### src/alsf_pkg.sv
package alsf_pkg;

    // Field and datapath widths
    localparam int IN_W      = 24;
    localparam int COEF_W    = 48;
    localparam int SUM2_W    = 64;
    localparam int SUM1_W    = 40;
    localparam int OP_W      = 64;
    localparam int COF_W     = 130;
    localparam int BIG_W     = 224;
    localparam int NUM_COEF  = 6;
    localparam int S_DATA_W  = 4 * IN_W;
    localparam int M_DATA_W  = NUM_COEF * COEF_W;
    localparam int MIN_POINTS = 3;

    // Solve sequencing
    localparam int STEP_COUNT = 33;
    localparam int STEP_W     = 6;
    localparam int DIDX_W     = 3;
    localparam int WGT_SHIFT  = 16;
    localparam int OFS_SHIFT  = 8;
    localparam logic [DIDX_W-1:0] IDX_COEF_C = 3'd2;
    localparam logic [DIDX_W-1:0] IDX_COEF_F = 3'd5;

    typedef logic [1:0] fit_status_t;
    localparam fit_status_t FIT_OK       = 2'd0;
    localparam fit_status_t FIT_FEW      = 2'd1;
    localparam fit_status_t FIT_SINGULAR = 2'd2;
    localparam fit_status_t FIT_OVERFLOW = 2'd3;

    // Multiply operand sources
    typedef logic [4:0] opnd_t;
    localparam opnd_t OP_P   = 5'd0;   // sum sx*sx
    localparam opnd_t OP_Q   = 5'd1;   // sum sx*sy
    localparam opnd_t OP_S   = 5'd2;   // sum sy*sy
    localparam opnd_t OP_U   = 5'd3;   // sum sx
    localparam opnd_t OP_V   = 5'd4;   // sum sy
    localparam opnd_t OP_N   = 5'd5;   // point count
    localparam opnd_t OP_RX0 = 5'd6;
    localparam opnd_t OP_RX1 = 5'd7;
    localparam opnd_t OP_RX2 = 5'd8;
    localparam opnd_t OP_RY0 = 5'd9;
    localparam opnd_t OP_RY1 = 5'd10;
    localparam opnd_t OP_RY2 = 5'd11;
    localparam opnd_t OP_C00 = 5'd12;
    localparam opnd_t OP_C01 = 5'd13;
    localparam opnd_t OP_C02 = 5'd14;
    localparam opnd_t OP_C11 = 5'd15;
    localparam opnd_t OP_C12 = 5'd16;
    localparam opnd_t OP_C22 = 5'd17;

    // Accumulator store targets
    typedef logic [3:0] dest_t;
    localparam dest_t DST_NONE = 4'd0;
    localparam dest_t DST_C00  = 4'd1;
    localparam dest_t DST_C01  = 4'd2;
    localparam dest_t DST_C02  = 4'd3;
    localparam dest_t DST_C11  = 4'd4;
    localparam dest_t DST_C12  = 4'd5;
    localparam dest_t DST_C22  = 4'd6;
    localparam dest_t DST_DET  = 4'd7;
    localparam dest_t DST_NX0  = 4'd8;
    localparam dest_t DST_NX1  = 4'd9;
    localparam dest_t DST_NX2  = 4'd10;
    localparam dest_t DST_NY0  = 4'd11;
    localparam dest_t DST_NY1  = 4'd12;
    localparam dest_t DST_NY2  = 4'd13;

    typedef struct packed {
        opnd_t a_sel;
        opnd_t b_sel;
        logic  sub;
        logic  first;
        dest_t dest;
    } mac_step_t;

    typedef struct packed {
        logic                 acc_en;
        logic                 solve_init;
        logic                 mac_load;
        logic                 mac_run;
        logic                 mac_store;
        mac_step_t            step;
        logic                 div_start;
        logic [DIDX_W-1:0]    div_idx;
        logic                 div_store;
        logic                 finish;
        fit_status_t          fin_status;
    } alsf_cmd_t;

    typedef struct packed {
        logic few;
        logic empty;
        logic mac_last;
        logic det_zero;
        logic div_done;
        logic flagged;
    } alsf_sts_t;

    function automatic mac_step_t mk_step(opnd_t a, opnd_t b, logic sub, logic first,
                                          dest_t dest);
        mac_step_t s;
        s.a_sel = a;
        s.b_sel = b;
        s.sub   = sub;
        s.first = first;
        s.dest  = dest;
        return s;
    endfunction

    // Cofactors of the symmetric normal matrix, then the determinant and the
    // six column-replaced determinants as dot products with cofactor columns.
    function automatic mac_step_t step_rom(logic [STEP_W-1:0] idx);
        mac_step_t s;
        case (idx)
            6'd0:    s = mk_step(OP_S,   OP_N,   1'b0, 1'b1, DST_NONE);
            6'd1:    s = mk_step(OP_V,   OP_V,   1'b1, 1'b0, DST_C00);
            6'd2:    s = mk_step(OP_U,   OP_V,   1'b0, 1'b1, DST_NONE);
            6'd3:    s = mk_step(OP_Q,   OP_N,   1'b1, 1'b0, DST_C01);
            6'd4:    s = mk_step(OP_Q,   OP_V,   1'b0, 1'b1, DST_NONE);
            6'd5:    s = mk_step(OP_S,   OP_U,   1'b1, 1'b0, DST_C02);
            6'd6:    s = mk_step(OP_P,   OP_N,   1'b0, 1'b1, DST_NONE);
            6'd7:    s = mk_step(OP_U,   OP_U,   1'b1, 1'b0, DST_C11);
            6'd8:    s = mk_step(OP_Q,   OP_U,   1'b0, 1'b1, DST_NONE);
            6'd9:    s = mk_step(OP_P,   OP_V,   1'b1, 1'b0, DST_C12);
            6'd10:   s = mk_step(OP_P,   OP_S,   1'b0, 1'b1, DST_NONE);
            6'd11:   s = mk_step(OP_Q,   OP_Q,   1'b1, 1'b0, DST_C22);
            6'd12:   s = mk_step(OP_P,   OP_C00, 1'b0, 1'b1, DST_NONE);
            6'd13:   s = mk_step(OP_Q,   OP_C01, 1'b0, 1'b0, DST_NONE);
            6'd14:   s = mk_step(OP_U,   OP_C02, 1'b0, 1'b0, DST_DET);
            6'd15:   s = mk_step(OP_RX0, OP_C00, 1'b0, 1'b1, DST_NONE);
            6'd16:   s = mk_step(OP_RX1, OP_C01, 1'b0, 1'b0, DST_NONE);
            6'd17:   s = mk_step(OP_RX2, OP_C02, 1'b0, 1'b0, DST_NX0);
            6'd18:   s = mk_step(OP_RX0, OP_C01, 1'b0, 1'b1, DST_NONE);
            6'd19:   s = mk_step(OP_RX1, OP_C11, 1'b0, 1'b0, DST_NONE);
            6'd20:   s = mk_step(OP_RX2, OP_C12, 1'b0, 1'b0, DST_NX1);
            6'd21:   s = mk_step(OP_RX0, OP_C02, 1'b0, 1'b1, DST_NONE);
            6'd22:   s = mk_step(OP_RX1, OP_C12, 1'b0, 1'b0, DST_NONE);
            6'd23:   s = mk_step(OP_RX2, OP_C22, 1'b0, 1'b0, DST_NX2);
            6'd24:   s = mk_step(OP_RY0, OP_C00, 1'b0, 1'b1, DST_NONE);
            6'd25:   s = mk_step(OP_RY1, OP_C01, 1'b0, 1'b0, DST_NONE);
            6'd26:   s = mk_step(OP_RY2, OP_C02, 1'b0, 1'b0, DST_NY0);
            6'd27:   s = mk_step(OP_RY0, OP_C01, 1'b0, 1'b1, DST_NONE);
            6'd28:   s = mk_step(OP_RY1, OP_C11, 1'b0, 1'b0, DST_NONE);
            6'd29:   s = mk_step(OP_RY2, OP_C12, 1'b0, 1'b0, DST_NY1);
            6'd30:   s = mk_step(OP_RY0, OP_C02, 1'b0, 1'b1, DST_NONE);
            6'd31:   s = mk_step(OP_RY1, OP_C12, 1'b0, 1'b0, DST_NONE);
            6'd32:   s = mk_step(OP_RY2, OP_C22, 1'b0, 1'b0, DST_NY2);
            default: s = mk_step(OP_P,   OP_P,   1'b0, 1'b0, DST_NONE);
        endcase
        return s;
    endfunction

endpackage

### src/alsf_ctrl.sv
module alsf_ctrl (
    input  logic                clk,
    input  logic                rst_n,
    input  logic                s_tvalid,
    input  logic                s_tlast,
    input  logic                m_tready,
    input  alsf_pkg::alsf_sts_t sts,
    output logic                s_tready,
    output logic                m_tvalid,
    output alsf_pkg::alsf_cmd_t cmd
);
    import alsf_pkg::*;

    localparam logic [3:0] C_IDLE   = 4'd0;
    localparam logic [3:0] C_WAIT   = 4'd1;
    localparam logic [3:0] C_LOAD   = 4'd2;
    localparam logic [3:0] C_RUN    = 4'd3;
    localparam logic [3:0] C_STORE  = 4'd4;
    localparam logic [3:0] C_CHECK  = 4'd5;
    localparam logic [3:0] C_DSTART = 4'd6;
    localparam logic [3:0] C_DWAIT  = 4'd7;
    localparam logic [3:0] C_FIN    = 4'd8;

    logic [3:0]        state_reg, state_next;
    logic [STEP_W-1:0] step_reg, step_next;
    logic [DIDX_W-1:0] didx_reg, didx_next;
    fit_status_t       code_reg, code_next;
    logic              m_valid_reg, m_valid_next;

    always_comb
    begin
        state_next   = state_reg;
        step_next    = step_reg;
        didx_next    = didx_reg;
        code_next    = code_reg;
        m_valid_next = m_valid_reg && !m_tready;
        s_tready     = 1'b0;
        cmd          = '0;
        cmd.step     = step_rom(step_reg);
        cmd.div_idx  = didx_reg;

        unique case (state_reg)
            C_IDLE:
            begin
                s_tready   = 1'b1;
                cmd.acc_en = s_tvalid;
                if (s_tvalid && s_tlast) state_next = C_WAIT;
            end
            // Hold the run until the previous result is taken
            C_WAIT:
            begin
                if (!m_valid_reg)
                begin
                    cmd.solve_init = 1'b1;
                    step_next      = '0;
                    if (sts.few)
                    begin
                        code_next  = FIT_FEW;
                        state_next = C_FIN;
                    end
                    else
                    begin
                        state_next = C_LOAD;
                    end
                end
            end
            C_LOAD:
            begin
                cmd.mac_load = 1'b1;
                state_next   = C_RUN;
            end
            C_RUN:
            begin
                cmd.mac_run = 1'b1;
                if (sts.mac_last) state_next = C_STORE;
            end
            C_STORE:
            begin
                cmd.mac_store = 1'b1;
                if (step_reg == STEP_W'(STEP_COUNT - 1))
                begin
                    state_next = C_CHECK;
                end
                else
                begin
                    step_next  = step_reg + STEP_W'(1);
                    state_next = C_LOAD;
                end
            end
            C_CHECK:
            begin
                didx_next = '0;
                if (sts.det_zero)
                begin
                    code_next  = FIT_SINGULAR;
                    state_next = C_FIN;
                end
                else
                begin
                    state_next = C_DSTART;
                end
            end
            C_DSTART:
            begin
                cmd.div_start = 1'b1;
                state_next    = C_DWAIT;
            end
            C_DWAIT:
            begin
                if (sts.div_done)
                begin
                    cmd.div_store = 1'b1;
                    if (didx_reg == DIDX_W'(NUM_COEF - 1))
                    begin
                        code_next  = FIT_OK;
                        state_next = C_FIN;
                    end
                    else
                    begin
                        didx_next  = didx_reg + DIDX_W'(1);
                        state_next = C_DSTART;
                    end
                end
            end
            // Publish the result and clear the sums
            C_FIN:
            begin
                cmd.finish     = 1'b1;
                cmd.fin_status = (code_reg == FIT_OK && sts.flagged) ? FIT_OVERFLOW : code_reg;
                m_valid_next   = 1'b1;
                state_next     = C_IDLE;
            end
            default: state_next = C_IDLE;
        endcase
    end

    always_ff @(posedge clk or negedge rst_n)
    begin
        if (!rst_n)
        begin
            state_reg   <= C_IDLE;
            step_reg    <= '0;
            didx_reg    <= '0;
            code_reg    <= FIT_OK;
            m_valid_reg <= 1'b0;
        end
        else
        begin
            state_reg   <= state_next;
            step_reg    <= step_next;
            didx_reg    <= didx_next;
            code_reg    <= code_next;
            m_valid_reg <= m_valid_next;
        end
    end

    assign m_tvalid = m_valid_reg;

endmodule

### config.mk
export PLATFORM = sky130hd
export DESIGN_NAME = alsf_ctrl
export DESIGN_NICKNAME = d
export VERILOG_FILES = /design/src/alsf_pkg.sv /design/src/alsf_ctrl.sv
export SDC_FILE = /design/constraint.sdc
export NUM_CORES = 1
export LEC_CHECK = 0
export ABC_AREA = 1
export ABC_CLOCK_PERIOD_IN_PS = 2400
export BUFFER_PORTS_ARGS = -buffer_cell sky130_fd_sc_hd__buf_2
export CAP_MARGIN = 20
export CORE_ASPECT_RATIO = 1.4
export CORE_MARGIN = 2
export CORE_UTILIZATION = 33
export DETAILED_ROUTE_END_ITERATION = 8
export SETUP_SLACK_MARGIN = 0.15
export SYNTH_ARGS = -nofsm -noshare
export SYNTH_HDL_FRONTEND = slang
export SYNTH_SLANG_ARGS = --single-unit
### constraint.sdc
create_clock -name clk -period 2.4 [get_ports clk]
set_clock_uncertainty 0.05 [all_clocks]
set_input_delay 0.12 -clock clk [delete_from_list [all_inputs] [get_ports clk]]
set_output_delay 0.12 -clock clk [all_outputs]
set_load 0.03 [all_outputs]
======== Word-level counts from Yosys, hierarchy flattened ========
Memory sizes are Yosys's and may differ from the RTL's.
Cells that the tools add are included.
storage, ports and cells
  register bits ........................... 16
  memory bits (read-only) ................. 960
  output and inout bits ................... 31
  word-level logic and storage cells ...... 74
  memories kept ........................... 1
operators by class
  add/subtract/negate cells ............... 2
  eq/ne operators ......................... 19
  muxes and demuxes ....................... 34
  reductions and logical operators ........ 13
memories
  memory           depth  bits a word  read ports  clocked after Yosys merged registers in  write ports  RTL line         text
  (no name shown)  64     15           1           0                                        0            alsf_pkg.sv:115  case (idx)
operators by type and width
  cell                   count
  $pmux W4 S8            1
  $mux W4                7
  $ne A2 B2 Y1 const B   9
  $eq A4 B3 Y1 const B   4
  $mux W2                6
  $mux W3                4
  $mux W6                2
  $pmux W6 S2            1
  $mux W1                11
  $eq A4 B2 Y1 const B   2
  $add A6 B1 Y6 const B  1
  $eq A6 B6 Y1 const B   1
  $pmux W2 S3            1
  $pmux W3 S2            1
  $reduce_and A3 Y1      2
  $reduce_and A6 Y1      1
  $eq A4 B1 Y1 const B   1
  $eq A4 B4 Y1 const B   1
  $logic_not A4 Y1       1
  $reduce_and A4 Y1      1
  $reduce_bool A2 Y1     2
  $add A3 B1 Y3 const B  1
  $eq A3 B3 Y1 const B   1
  $logic_and A1 B1 Y1    3
  other kinds (3)        3

======== Depth between registers and ports, before layout ========
Gate-level depths: netlist of run 1.
  depth after elaboration ................. 4
  depth in mapped cells ................... 9
  mapped depth without buffers ............ 9

======== Worst setup path after synthesis of run 1 ========
Ideal clock, no wire load.
  path kind ............................... reg2out
  from .................................... reg state_reg[1]
  to ...................................... out cmd[0] (netlist bit)
  arrival time ............................ 2.059 ns
  data required time ...................... 2.230 ns
  slack ................................... 0.171 ns
  stages on the path, launching flop included .. 6
  path through ............................ dfrtp_1 nor2_1 inv_2 nor3_1 inv_1 a21oi_1
RTL lines
  element                 RTL line          text
  start, declared         alsf_ctrl.sv:24   logic [3:0] state_reg, state_next;
  start signal, assigned  alsf_ctrl.sv:149  state_reg <= state_next;
  end, declared           alsf_ctrl.sv:10   output alsf_pkg::alsf_cmd_t cmd

==> results_tabular.tex, run 1 <==
\begin{tabular}{lr}
\hline
Metric & Value \\
\hline
\multicolumn{2}{l}{\textbf{Status}} \\
Result of the run & finished, final reports clean \\
\multicolumn{2}{l}{\textbf{Drt}} \\
Post-route ant nets & 0 \\
Detailed Routing Iterations Pass 1 & 4 \\
DRC violations left & 0 \\
Detailed-route via count & 1869 \\
Drt wl/cell & 12.5 um \\
Aggregate routed wire length & 4.69 mm \\
Per-cell via count in the routed design & 5.00 \\
Number of violations reported at the end of detailed-routing iteration 0 & 167 \\
\multicolumn{2}{l}{\textbf{Die}} \\
Count of standard-cell rows & 31 \\
Total die area & 5860 um2 \\
Number of primary I/O pins & 42 \\
Initial core utilization & 0.338 \\
Placeable Area & slightly above 5000 um2 \\
Die Y-Extent & around 90 um \\
Width of the die & 65.2 um \\
\multicolumn{2}{l}{\textbf{Critical path}} \\
Crit-path cells & inv\_1, ha\_1, nand2\_1, a31oi\_1, o21ai\_0, nand2\_1, buf\_2 \\
Startpoint type of the worst setup path & flop \\
Kind of critical path & flop to primary output \\
Max Fanout on Critical Path & 14 \\
Master of the slowest instance on the critical path & sky130\_fd\_sc\_hd\_\_dfrtp\_1 \\
Max stage delay on crit path & 0.66 ns \\
Element type at the critical path end & primary output \\
Critical path required time & approximately 2.2 ns \\
Critical path arrival & 1.97 ns \\
Cell mode on critical path & sky130\_fd\_sc\_hd\_\_nand2\_1 \\
\multicolumn{2}{l}{\textbf{Placement}} \\
Post-placement cell count & 368 \\
Half-perimeter wire length of the detailed placement result & about 3.8 mm \\
Number of port buffers & 39 \\
Routability congestion estimate from global placement & slightly above 0.9 \\
Place WS & 0.450 ns \\
Instance area after placement & 1980 um2 \\
\multicolumn{2}{l}{\textbf{CTS}} \\
Clk\_lat worst skew & 0.25 ns \\
CTS tree & done \\
Htree depth & 1 \\
Total CTS buffers & 3 \\
Maximum buffer depth of the clock tree & 2 \\
Post-CTS setup repair buffer count & 0 \\
Number of clock sinks & 16 \\
CTS root buffer & sky130\_fd\_sc\_hd\_\_clkbuf\_8 \\
Post-CTS clock slew at the launch and capture registers of the worst setup and hold paths & 0.06 ns \\
\multicolumn{2}{l}{\textbf{Layout}} \\
Post-layout nets & 332 \\
Util after Layout & 0.405 \\
Number of cells in the finished layout apart from fillers & 374 \\
Synthesis-to-layout area growth & 19.7\% \\
Share of layout cells above drive strength 1 & 0.250 \\
Fillers & 582 \\
Largest register FFs & 6 \\
Antenna diode count & 0 \\
Cell area after layout & $\sim$2100 um2 \\
\multicolumn{2}{l}{\textbf{GRT}} \\
GR Overflow Total & 0 \\
Number of global-route vias before repair & between 1500 and 2000 \\
Pin count of the biggest net entering global routing & 17 \\
All-layer global routing usage & 0.169 \\
Initial antenna violation count & 0 \\
Wire length of the first global-routing pass & 8.03 mm \\
\multicolumn{2}{l}{\textbf{Yosys}} \\
Avg Cell Area, Syn & 6.49 um2 \\
Yosys top cell by area & sky130\_fd\_sc\_hd\_\_dfrtp\_1 \\
Portion of synthesized cell area occupied by the leading cell type & 0.231 \\
Main synth FF type & sky130\_fd\_sc\_hd\_\_dfrtp\_1 \\
Cell Area, Synth & $\sim$1700 um2 \\
Asr flop ratio synth & 1.00 \\
Syn\_nets & 290 \\
Seq/Total Area, Yosys & 0.231 \\
Number of library cell types mapped by synthesis & 32 \\
EDFF count, synth & 0 \\
Leading post-synthesis cells by cell area & sky130\_fd\_sc\_hd\_\_dfrtp\_1, sky130\_fd\_sc\_hd\_\_nand2\_1, sky130\_fd\_sc\_hd\_\_ha\_1, sky130\_fd\_sc\_hd\_\_nand3\_1, sky130\_fd\_sc\_hd\_\_inv\_1 \\
Total number of yosys warnings & 0 \\
Cells after Synth & 267 \\
Number of flip-flops and latches in the synthesized netlist & 16 \\
\multicolumn{2}{l}{\textbf{Job}} \\
Number of violations of the max-capacitance limit & 0 \\
\multicolumn{2}{l}{\textbf{Pwr}} \\
Switching portion of total power & 0.529 \\
Total power divided by cell area & 843 nW/um2 \\
Power Internal & 0.824 mW \\
Part of the power in the clock network & 0.137 \\
Proportion of power drawn by combinational gates & 0.639 \\
Final Total Pwr & roughly 1.7 mW \\
Fraction of power consumed by sequential logic & 0.224 \\
Leakage dissipation & between 1 and 1.5 nW \\
Switching power total & $\sim$0.9 mW \\
Highest ir drop seen on vdd & 504 uV \\
\multicolumn{2}{l}{\textbf{Timing}} \\
Final period demand of the worst path & 2.14 ns \\
Number of hold violations in the final report & 0 \\
Final setup violation count & 0 \\
Worst Slack Setup Final & 0.257 ns \\
Part of the cycle the worst path needs & 0.893 \\
Tightest hold margin & roughly 0.12 ns \\
Sum Neg Setup Slack & 0 ns \\
Pins Over Slew Limit & 0 \\
Transition time of the tightest slew-check pin & 0.514 ns \\
Unrepaired setup endpoints after global routing & no \\
Relative max-transition margin & 0.658 \\
Max frequency & 467 MHz \\
\multicolumn{2}{l}{\textbf{Min path}} \\
Kind of path behind the tightest hold check & input pin to flop \\
\hline
\end{tabular}
==> cell usage in the layout (no fill, tap or decap), types with 3 or more instances in the layout <==
cell / n
sky130_fd_sc_hd__a21oi_1: 12
sky130_fd_sc_hd__buf_2: 39
sky130_fd_sc_hd__buf_4: 4
sky130_fd_sc_hd__clkbuf_8: 4
sky130_fd_sc_hd__dfrtp_1: 15
sky130_fd_sc_hd__ha_1: 11
sky130_fd_sc_hd__inv_1: 30
sky130_fd_sc_hd__inv_2: 7
sky130_fd_sc_hd__nand2_1: 76
sky130_fd_sc_hd__nand2_2: 3
sky130_fd_sc_hd__nand2_4: 3
sky130_fd_sc_hd__nand3_1: 27
sky130_fd_sc_hd__nor2_1: 13
sky130_fd_sc_hd__nor2_2: 7
sky130_fd_sc_hd__nor2_4: 5
sky130_fd_sc_hd__nor3_1: 5
sky130_fd_sc_hd__o21ai_0: 20
sky130_fd_sc_hd__o21ai_1: 3
sky130_fd_sc_hd__o22ai_1: 3
==> what timing repair did <==
item	CTS	global route
setup endpoints to repair	0	6
hold endpoints to repair	17	0
gates resized for setup	0	5
hold buffers	2	0
==> cell usage after synthesis, types with 2 or more instances <==
master,number
sky130_fd_sc_hd__nand2_1,76
sky130_fd_sc_hd__inv_1,31
sky130_fd_sc_hd__nand3_1,27
sky130_fd_sc_hd__o21ai_0,21
sky130_fd_sc_hd__dfrtp_1,16
sky130_fd_sc_hd__nor2_1,14
sky130_fd_sc_hd__a21oi_1,12
sky130_fd_sc_hd__ha_1,12
sky130_fd_sc_hd__inv_2,6
sky130_fd_sc_hd__nor2_2,6
sky130_fd_sc_hd__nor2_4,5
sky130_fd_sc_hd__nor3_1,5
sky130_fd_sc_hd__buf_2,4
sky130_fd_sc_hd__nand2_2,3
sky130_fd_sc_hd__nand2_4,3
sky130_fd_sc_hd__o22ai_1,3
sky130_fd_sc_hd__a22oi_1,2
sky130_fd_sc_hd__and3_1,2
sky130_fd_sc_hd__buf_4,2
sky130_fd_sc_hd__buf_6,2
sky130_fd_sc_hd__nand3b_1,2
sky130_fd_sc_hd__o21ai_1,2
sky130_fd_sc_hd__xor2_1,2
==> critical path, delay by kind of cell (launching register included) <==
| family | cells | cell delay, ns |
|---|---|---|
| AO/OA/AOI/OAI | 2 | 0.32 |
| adder cells (fa/ha/maj) | 1 | 0.29 |
| buffers and inverters | 2 | 0.32 |
| flip-flops | 1 | 0.66 |
| AND/OR/NAND/NOR | 2 | 0.13 |
==> power groups by stage <==
stage | sequential [mW] | combinational [mW] | clock, mW
2_1_floorplan | 0.415 | 0.788 | 0
3_3_place_gp | 0.394 | 1.10 | 0
3_5_place_dp | 0.396 | 1.10 | 0
4_1_cts | 0.391 | 1.11 | 0.249
5_1_grt | 0.403 | 1.24 | 0.266
6_report | 0.391 | 1.12 | 0.240
==> per-layer routing <==
layer,part of all wire,global-route usage,wire [um],vias up
met4,0.018,0.0573,86,0
met5,0,0,0,-
met3,0.035,0.0138,166,7
met2,0.54,0.320,2530,51
li1,-,-,-,946
met1,0.41,0.192,1900,865
==> path summary, 6_finish.rpt <==
kind	startpoint	depth (start not counted)	slack (ns)	end
worst min-delay path	sts[2]	3	0.12	code_reg[1]$_DFFE_PN0P_
max in group asynchronous	rst_n	2	1.72	step_reg[1]$_DFFE_PN0P_
worst max register to register	step_reg[2]$_DFFE_PN0P_	9	0.76	state_reg[1]$_DFFE_PN0P_
worst max-delay path	step_reg[2]$_DFFE_PN0P_	7	0.26	cmd[20]
min in group asynchronous	rst_n	2	0.28	didx_reg[2]$_DFFE_PN0P_
worst min register to register	code_reg[1]$_DFFE_PN0P_	2	0.42	code_reg[1]$_DFFE_PN0P_
==> area by class of cell <==
class	count	area (um2)	share of cell area
multi-input combinational	206	1150	0.555
tap	66	82.6	0.0398
inverter	37	139	0.0669
clock buffer	4	55.1	0.0265
timing repair buffer	45	245	0.118
sequential	16	402	0.194
==> cell families after synthesis <==
family,after synthesis,synth area share
and+or+nand+nor,147,0.419
adders and majority gates,12,0.0866
DFF,16,0.231
buffers and inverters,45,0.113
other,1,0.00216
xor gates and xnor gates,2,0.0101
AOI/OAI and AO/OA,44,0.138
No activity file was read; power rests on OpenSTA's default activity.
==> run 2, diff against run 1 <==
- ABC_CLOCK_PERIOD_IN_PS: 2400 -> 1920
- PLACE_DENSITY_LB_ADDON: not set -> 0.25
- clock period: 2.4 -> 1.92 ns (I/O delays scaled with it)
==> results_tabular.tex, run 2 (synthesized netlist as in run 1, its figures left out) <==
\begin{tabular}{lr}
\hline
Metric & Value \\
\hline
\multicolumn{2}{l}{\textbf{Critical path}} \\
Element type at the critical path end & primary output (unchanged) \\
Critical path arrival & 1.78 ns (was 1.97 ns) \\
Startpoint type of the worst setup path & flop (unchanged) \\
Critical path required time & 1.77 ns (was 2.23 ns) \\
Kind of critical path & flop to primary output (unchanged) \\
Max Fanout on Critical Path & 3 (was 14) \\
\multicolumn{2}{l}{\textbf{Timing}} \\
Number of hold violations in the final report & 0 (unchanged) \\
Max frequency & 519 MHz \\
Part of the cycle the worst path needs & 1.00 \\
Unrepaired setup endpoints after global routing & yes (was no) \\
Pins Over Slew Limit & 0 (unchanged) \\
Worst Slack Setup Final & -0.00864 ns (was 0.257 ns) \\
Final setup violation count & 1 (was 0) \\
Final period demand of the worst path & just under 2 ns \\
\multicolumn{2}{l}{\textbf{GRT}} \\
Layer with the highest usage & met2 (unchanged) \\
GR Overflow Total & 0 (unchanged) \\
GR met3 Demand/Resource & 0.0200 (was 0.0138) \\
Global routing usage on met1 & 0.207 (was 0.192) \\
Met2 layer usage reported by global route & 0.366 (was 0.320) \\
Pin count of the biggest net entering global routing & 17 (unchanged) \\
All-layer global routing usage & 0.191 (was 0.169) \\
Wire length of the first global-routing pass & 9.07 mm (was 8.03 mm) \\
Number of global-route vias before repair & 1952 (was 1793) \\
Initial antenna violation count & 0 (unchanged) \\
\multicolumn{2}{l}{\textbf{Layout}} \\
Cell area after layout & 2680 um2 (was 2070 um2) \\
Share of layout cells above drive strength 1 & 0.482 (was 0.250) \\
Largest register FFs & 6 (unchanged) \\
Antenna diode count & 0 (unchanged) \\
Most frequent standard cell in the layout excluding fill and tap cells & sky130\_fd\_sc\_hd\_\_nand2\_1 (unchanged) \\
Synthesis-to-layout area growth & 54.6\% (was 19.7\%) \\
Most used cells in the layout excluding fill and tap cells & sky130\_fd\_sc\_hd\_\_nand2\_1, sky130\_fd\_sc\_hd\_\_nand3\_1, sky130\_fd\_sc\_hd\_\_buf\_4, sky130\_fd\_sc\_hd\_\_buf\_2, sky130\_fd\_sc\_hd\_\_inv\_1 (was sky130\_fd\_sc\_hd\_\_nand2\_1, sky130\_fd\_sc\_hd\_\_buf\_2, sky130\_fd\_sc\_hd\_\_inv\_1, sky130\_fd\_sc\_hd\_\_nand3\_1, sky130\_fd\_sc\_hd\_\_o21ai\_0) \\
Post-layout nets & 356 (was 332) \\
Util after Layout & 0.523 (was 0.405) \\
\multicolumn{2}{l}{\textbf{Job}} \\
Number of violations of the max-capacitance limit & 0 (unchanged) \\
\multicolumn{2}{l}{\textbf{CTS}} \\
Htree depth & 1 (unchanged) \\
CTS root buffer & sky130\_fd\_sc\_hd\_\_clkbuf\_8 (unchanged) \\
CTS tree & done (unchanged) \\
Post-CTS clock slew at the launch and capture registers of the worst setup and hold paths & 0.06 ns (about the same) \\
Total CTS buffers & 3 (unchanged) \\
Maximum buffer depth of the clock tree & 2 (unchanged) \\
Clk\_lat worst skew & 0.25 ns (about the same) \\
Number of clock sinks & 16 (unchanged) \\
\multicolumn{2}{l}{\textbf{Die}} \\
Count of standard-cell rows & 31 (unchanged) \\
Die Y-Extent & 89.7 um (unchanged) \\
Number of primary I/O pins & 42 (unchanged) \\
Placeable Area & 5120 um2 (unchanged) \\
Initial core utilization & 0.338 (unchanged) \\
Total die area & 5860 um2 (unchanged) \\
Width of the die & 65.2 um (unchanged) \\
\multicolumn{2}{l}{\textbf{Placement}} \\
Instance area after placement & 2060 um2 (was 1980 um2) \\
Half-perimeter wire length of the detailed placement result & 3.90 mm (was 3.79 mm) \\
Number of port buffers & 39 (unchanged) \\
Place WS & 0.0923 ns (was 0.450 ns) \\
Routability congestion estimate from global placement & 0.931 (was 0.920) \\
\multicolumn{2}{l}{\textbf{Pwr}} \\
Switching portion of total power & 0.520 (was 0.529) \\
Leakage dissipation & 1.43 nW (was 1.21 nW) \\
Part of the power in the clock network & 0.112 (was 0.137) \\
Power Internal & 1.28 mW (was 0.824 mW) \\
Switching power total & 1.38 mW (was 0.926 mW) \\
Highest ir drop seen on vdd & 616 uV (was 504 uV) \\
Proportion of power drawn by combinational gates & 0.692 (was 0.639) \\
Fraction of power consumed by sequential logic & 0.196 (was 0.224) \\
Total power divided by cell area & 992 nW/um2 (was 843 nW/um2) \\
\multicolumn{2}{l}{\textbf{Drt}} \\
Post-route ant nets & 0 (unchanged) \\
Number of violations reported at the end of detailed-routing iteration 0 & 176 (was 167) \\
Drt wl/cell & 15.0 um (was 12.5 um) \\
Per-cell via count in the routed design & 5.20 (was 5.00) \\
Aggregate routed wire length & 5.97 mm (was 4.69 mm) \\
Detailed-route via count & 2070 (was 1869) \\
Detailed Routing Iterations Pass 1 & 4 (unchanged) \\
DRC violations left & 0 (unchanged) \\
\multicolumn{2}{l}{\textbf{Status}} \\
Violated checks & negative setup slack \\
Result of the run & finished with violations (was finished, final reports clean) \\
\multicolumn{2}{l}{\textbf{Min path}} \\
Kind of path behind the tightest hold check & input pin to flop (unchanged) \\
\hline
\end{tabular}
==> run 2: changes by cell type in the layout (fill, tap and decap cells not counted), sizes merged <==
cell,change
buf,+22
clkbuf,+1
clkinvlp,+1
inv,-1
nand4,+1
==> run 2: metrics by stage <==
| stage | cells | hold slack, ns | TNS (ns) | total power, mW |
|---|---|---|---|---|
| 6_report | 398 | 0.0990 | -0.00864 | 2.66 |
| 5_1_grt | 398 | 0.130 | -0.0725 | 2.82 |
| 3_3_place_gp | 374 | -0.00574 | 0 | 1.90 |
| 3_5_place_dp | 374 | -0.0128 | 0 | 1.90 |
| 2_1_floorplan | 267 | -0.250 | 0 | 1.53 |
| 4_1_cts | 390 | 0.105 | 0 | 2.45 |
==> run 2: power groups by stage <==
stage                     Combinational (mW)  Sequential [mW]  Clock [mW]
after global placement                  1.39            0.509           0
after CTS                               1.64            0.511       0.305
final                                   1.84            0.521       0.296
after floorplan                         1.01            0.521           0
after global routing                    1.97            0.530       0.316
after detailed placement                1.39            0.510           0
==> run 2: final timing paths <==
| path | startpoint | end | slack [ns] | cells after the start |
|---|---|---|---|---|
| worst max-delay path | step_reg[1]$_DFFE_PN0P_ | cmd[20] | -0.009 | 8 |
| worst min-delay path | sts[2] | code_reg[1]$_DFFE_PN0P_ | 0.1 | 3 |
| worst max register to register | step_reg[3]$_DFFE_PN0P_ | step_reg[5]$_DFFE_PN0P_ | 0.26 | 7 |
| worst min register to register | code_reg[1]$_DFFE_PN0P_ | code_reg[1]$_DFFE_PN0P_ | 0.43 | 2 |
| max in group asynchronous | rst_n | state_reg[1]$_DFFE_PN0P_ | 1.28 | 2 |
| min in group asynchronous | rst_n | m_tvalid$_DFF_PN0_ | 0.25 | 2 |
==> run 2: repair_timing <==
item                       CTS  global route
gates cloned                 0             1
hold buffers                 2             0
setup endpoints to repair   17            17
hold endpoints to repair    17             0
gates resized for setup     61            57
pin swaps                   14            19
buffers inserted            10             7
==> run 2: cell type report <==
type	count	area [um2]
clock buffers	4	55.1
fillers	511	2440
inverters	37	150
well taps	66	82.6
flip-flops and latches	16	408
multi-input cells	207	1470
repair buffers	68	515
==> run 2: routing by layer <==
metal / routed length, um / up-vias
li1: - / 998
met1: 2190 / 954
met2: 3240 / 92
met3: 272 / 26
met4: 269 / 0
met5: 0 / -
==> run 2: critical path, cell delays in order, from the launching register on <==
cell and delay (ns):
sky130_fd_sc_hd__dfrtp_1 0.42, sky130_fd_sc_hd__buf_6 0.15, sky130_fd_sc_hd__buf_4 0.13, sky130_fd_sc_hd__buf_4 0.13, sky130_fd_sc_hd__ha_1 0.20, sky130_fd_sc_hd__a21oi_2 0.19, sky130_fd_sc_hd__o21ai_2 0.11, sky130_fd_sc_hd__nand2_2 0.09
sky130_fd_sc_hd__buf_6 0.13
==> run 3, diff against run 2 <==
- CORE_UTILIZATION: 33 -> 25
==> results_tabular.tex, run 3 (synthesized netlist as in run 1, its figures left out) <==
\begin{tabular}{lr}
\hline
Metric & Value \\
\hline
\multicolumn{2}{l}{\textbf{Status}} \\
Result of the run & finished, final reports clean (was finished with violations) \\
\multicolumn{2}{l}{\textbf{Layout}} \\
Most frequent standard cell in the layout excluding fill and tap cells & sky130\_fd\_sc\_hd\_\_nand2\_1 (unchanged) \\
Share of layout cells above drive strength 1 & 0.449 (was 0.482) \\
Fillers & 697 (was 511) \\
Largest register FFs & 6 (unchanged) \\
Most used cells in the layout excluding fill and tap cells & sky130\_fd\_sc\_hd\_\_nand2\_1, sky130\_fd\_sc\_hd\_\_buf\_4, sky130\_fd\_sc\_hd\_\_nand3\_1, sky130\_fd\_sc\_hd\_\_buf\_2, sky130\_fd\_sc\_hd\_\_inv\_1 (was sky130\_fd\_sc\_hd\_\_nand2\_1, sky130\_fd\_sc\_hd\_\_nand3\_1, sky130\_fd\_sc\_hd\_\_buf\_4, sky130\_fd\_sc\_hd\_\_buf\_2, sky130\_fd\_sc\_hd\_\_inv\_1) \\
Cell area after layout & 2580 um2 (was 2680 um2) \\
Synthesis-to-layout area growth & 49.2\% (was 54.6\%) \\
Post-layout nets & 358 (was 356) \\
Number of cells in the finished layout apart from fillers & 426 (was 398) \\
Antenna diode count & 0 (unchanged) \\
\multicolumn{2}{l}{\textbf{GRT}} \\
Number of global-route vias before repair & 1953 (was 1952) \\
Initial antenna violation count & 0 (unchanged) \\
All-layer global routing usage & 0.146 (was 0.191) \\
Wire length of the first global-routing pass & 8.86 mm (was 9.07 mm) \\
GR Overflow Total & 0 (unchanged) \\
Pin count of the biggest net entering global routing & 17 (unchanged) \\
\multicolumn{2}{l}{\textbf{Die}} \\
Number of primary I/O pins & 42 (unchanged) \\
Count of standard-cell rows & 35 (was 31) \\
Die Y-Extent & 103 um (was 89.7 um) \\
Initial core utilization & 0.260 (was 0.338) \\
Placeable Area & 6660 um2 (was 5120 um2) \\
Width of the die & 74.4 um (was 65.2 um) \\
Total die area & 7620 um2 (was 5860 um2) \\
\multicolumn{2}{l}{\textbf{Pwr}} \\
Highest ir drop seen on vdd & 403 uV (was 616 uV) \\
Total power divided by cell area & 988 nW/um2 (was 992 nW/um2) \\
Leakage dissipation & 1.37 nW (was 1.43 nW) \\
Final Total Pwr & 2.55 mW (was 2.66 mW) \\
\multicolumn{2}{l}{\textbf{Min path}} \\
Endpoint, Worst Hold & code\_reg[1]\$\_DFFE\_PN0P\_ (unchanged) \\
Kind of path behind the tightest hold check & input pin to flop (unchanged) \\
Hold Crit Start & sts[2] (unchanged) \\
Worst Hold Depth & 3 (unchanged) \\
\multicolumn{2}{l}{\textbf{CTS}} \\
Clk\_lat worst skew & 0.26 ns (was 0.25 ns) \\
Post-CTS clock slew at the launch and capture registers of the worst setup and hold paths & 0.07 ns (was 0.06 ns) \\
Total CTS buffers & 3 (unchanged) \\
CTS tree & done (unchanged) \\
Htree depth & 1 (unchanged) \\
CTS root buffer & sky130\_fd\_sc\_hd\_\_clkbuf\_8 (unchanged) \\
Maximum buffer depth of the clock tree & 2 (unchanged) \\
Number of clock sinks & 16 (unchanged) \\
\multicolumn{2}{l}{\textbf{Timing}} \\
Number of hold violations in the final report & 0 (unchanged) \\
Unrepaired setup endpoints after global routing & yes (unchanged) \\
Final setup violation count & 0 (was 1) \\
Tightest hold margin & 0.110 ns (was 0.0990 ns) \\
Sum Neg Setup Slack & 0 ns (was -0.00864 ns) \\
Pins Over Slew Limit & 0 (unchanged) \\
Final period demand of the worst path & 1.87 ns (was 1.93 ns) \\
Part of the cycle the worst path needs & 0.975 (was 1.00) \\
Max frequency & 534 MHz (was 519 MHz) \\
\multicolumn{2}{l}{\textbf{Drt}} \\
Detailed-route via count & 2027 (was 2070) \\
Number of violations reported at the end of detailed-routing iteration 0 & 99 (was 176) \\
Drt wl/cell & 13.6 um (was 15.0 um) \\
Detailed Routing Iterations Pass 1 & 4 (unchanged) \\
Per-cell via count in the routed design & 4.76 (was 5.20) \\
DRC violations left & 0 (unchanged) \\
Aggregate routed wire length & 5.81 mm (was 5.97 mm) \\
Post-route ant nets & 0 (unchanged) \\
\multicolumn{2}{l}{\textbf{Job}} \\
Number of violations of the max-capacitance limit & 0 (unchanged) \\
\multicolumn{2}{l}{\textbf{Placement}} \\
Instance area after placement & 2080 um2 (was 2060 um2) \\
Half-perimeter wire length of the detailed placement result & 4.18 mm (was 3.90 mm) \\
Number of port buffers & 39 (unchanged) \\
Routability congestion estimate from global placement & 0.884 (was 0.931) \\
Post-placement cell count & 398 (was 374) \\
\multicolumn{2}{l}{\textbf{Critical path}} \\
Master of the slowest instance on the critical path & sky130\_fd\_sc\_hd\_\_dfrtp\_2 (was sky130\_fd\_sc\_hd\_\_dfrtp\_1) \\
Kind of critical path & flop to primary output (unchanged) \\
Element type at the critical path end & primary output (unchanged) \\
Critical path arrival & 1.73 ns (was 1.78 ns) \\
Reg-to-Reg End & state\_reg[1]\$\_DFFE\_PN0P\_ (was step\_reg[5]\$\_DFFE\_PN0P\_) \\
Slack of the worst reg-to-reg path & 0.36 ns (was 0.26 ns) \\
Max Fanout on Critical Path & 4 (was 3) \\
FF-to-FF path depth & 8 (was 7) \\
Cell mode on critical path & sky130\_fd\_sc\_hd\_\_nand2\_2 \\
Critical path required time & 1.77 ns (about the same) \\
Startpoint type of the worst setup path & flop (unchanged) \\
FF-to-FF Start & step\_reg[4]\$\_DFFE\_PN0P\_ (was step\_reg[3]\$\_DFFE\_PN0P\_) \\
Crit-path cells & inv\_2, ha\_4, nand2\_2, o21ai\_2, nand2\_1, nand2\_2, nand2\_2, a21oi\_4, buf\_6 (was buf\_6, buf\_4, buf\_4, ha\_1, a21oi\_2, o21ai\_2, nand2\_2, buf\_6) \\
Max stage delay on crit path & 0.43 ns (was 0.42 ns) \\
\hline
\end{tabular}
-- run 3: routing by layer --
layer	share of wire	GRT usage
met2	0.54	0.274
met5	0	0
met4	0.034	0.0742
met3	0.036	0.0166
met1	0.39	0.158
-- run 3: cell type report --
class	count	area [um2]	area share
tap	92	115	0.0445
inverter	37	150	0.0581
sequential	16	409	0.158
clock buffer	4	55.1	0.0213
multi-input combinational	207	1340	0.519
timing repair buffer	70	513	0.198
-- run 3: what timing repair did --
item	in CTS	in global routing
pin swaps	13	9
hold buffers	2	0
buffers inserted	12	9
gates cloned	0	1
gates resized for setup	60	29
setup endpoints to repair	16	17
endpoints found under the hold margin	17	0
-- run 3: through the flow --
stage	worst slack, ns	util
2_1_floorplan	0.0323	-
3_3_place_gp	0.151	0.312
3_5_place_dp	0.149	0.312
4_1_cts	0.0713	0.363
5_1_grt	-0.00162	0.388
6_report	0.0490	0.388
-- run 3: worst max-delay path by stage --
stage                        startpoint  endpoint  slack [ns]  depth (start not counted)
2_1_floorplan  state_reg[1]$_DFFE_PN0P_    cmd[0]        0.03                          5
3_3_place_gp    step_reg[1]$_DFFE_PN0P_   cmd[10]        0.15                          8
3_5_place_dp    step_reg[1]$_DFFE_PN0P_   cmd[20]        0.15                          9
4_1_cts         step_reg[1]$_DFFE_PN0P_   cmd[19]        0.07                         10
5_1_grt         step_reg[1]$_DFFE_PN0P_   cmd[19]      -0.002                         10
6_report        step_reg[0]$_DFFE_PN0P_   cmd[21]        0.05                          9
-- run 3: worst max-delay path: cells and delay by family, from the launching register on --
family / cells / cell delay [ns]
compound gates: 2 / 0.20
buf+inv: 2 / 0.22
flops: 1 / 0.43
fa+ha+maj: 1 / 0.31
simple gates: 4 / 0.31
-- run 3: power breakdown --
group	switching [mW]	total [mW]	internal, mW
clock network	0.133	0.315	0.182
registers	0.0964	0.515	0.418
logic	1.10	1.72	0.627
total	1.33	2.55	1.23
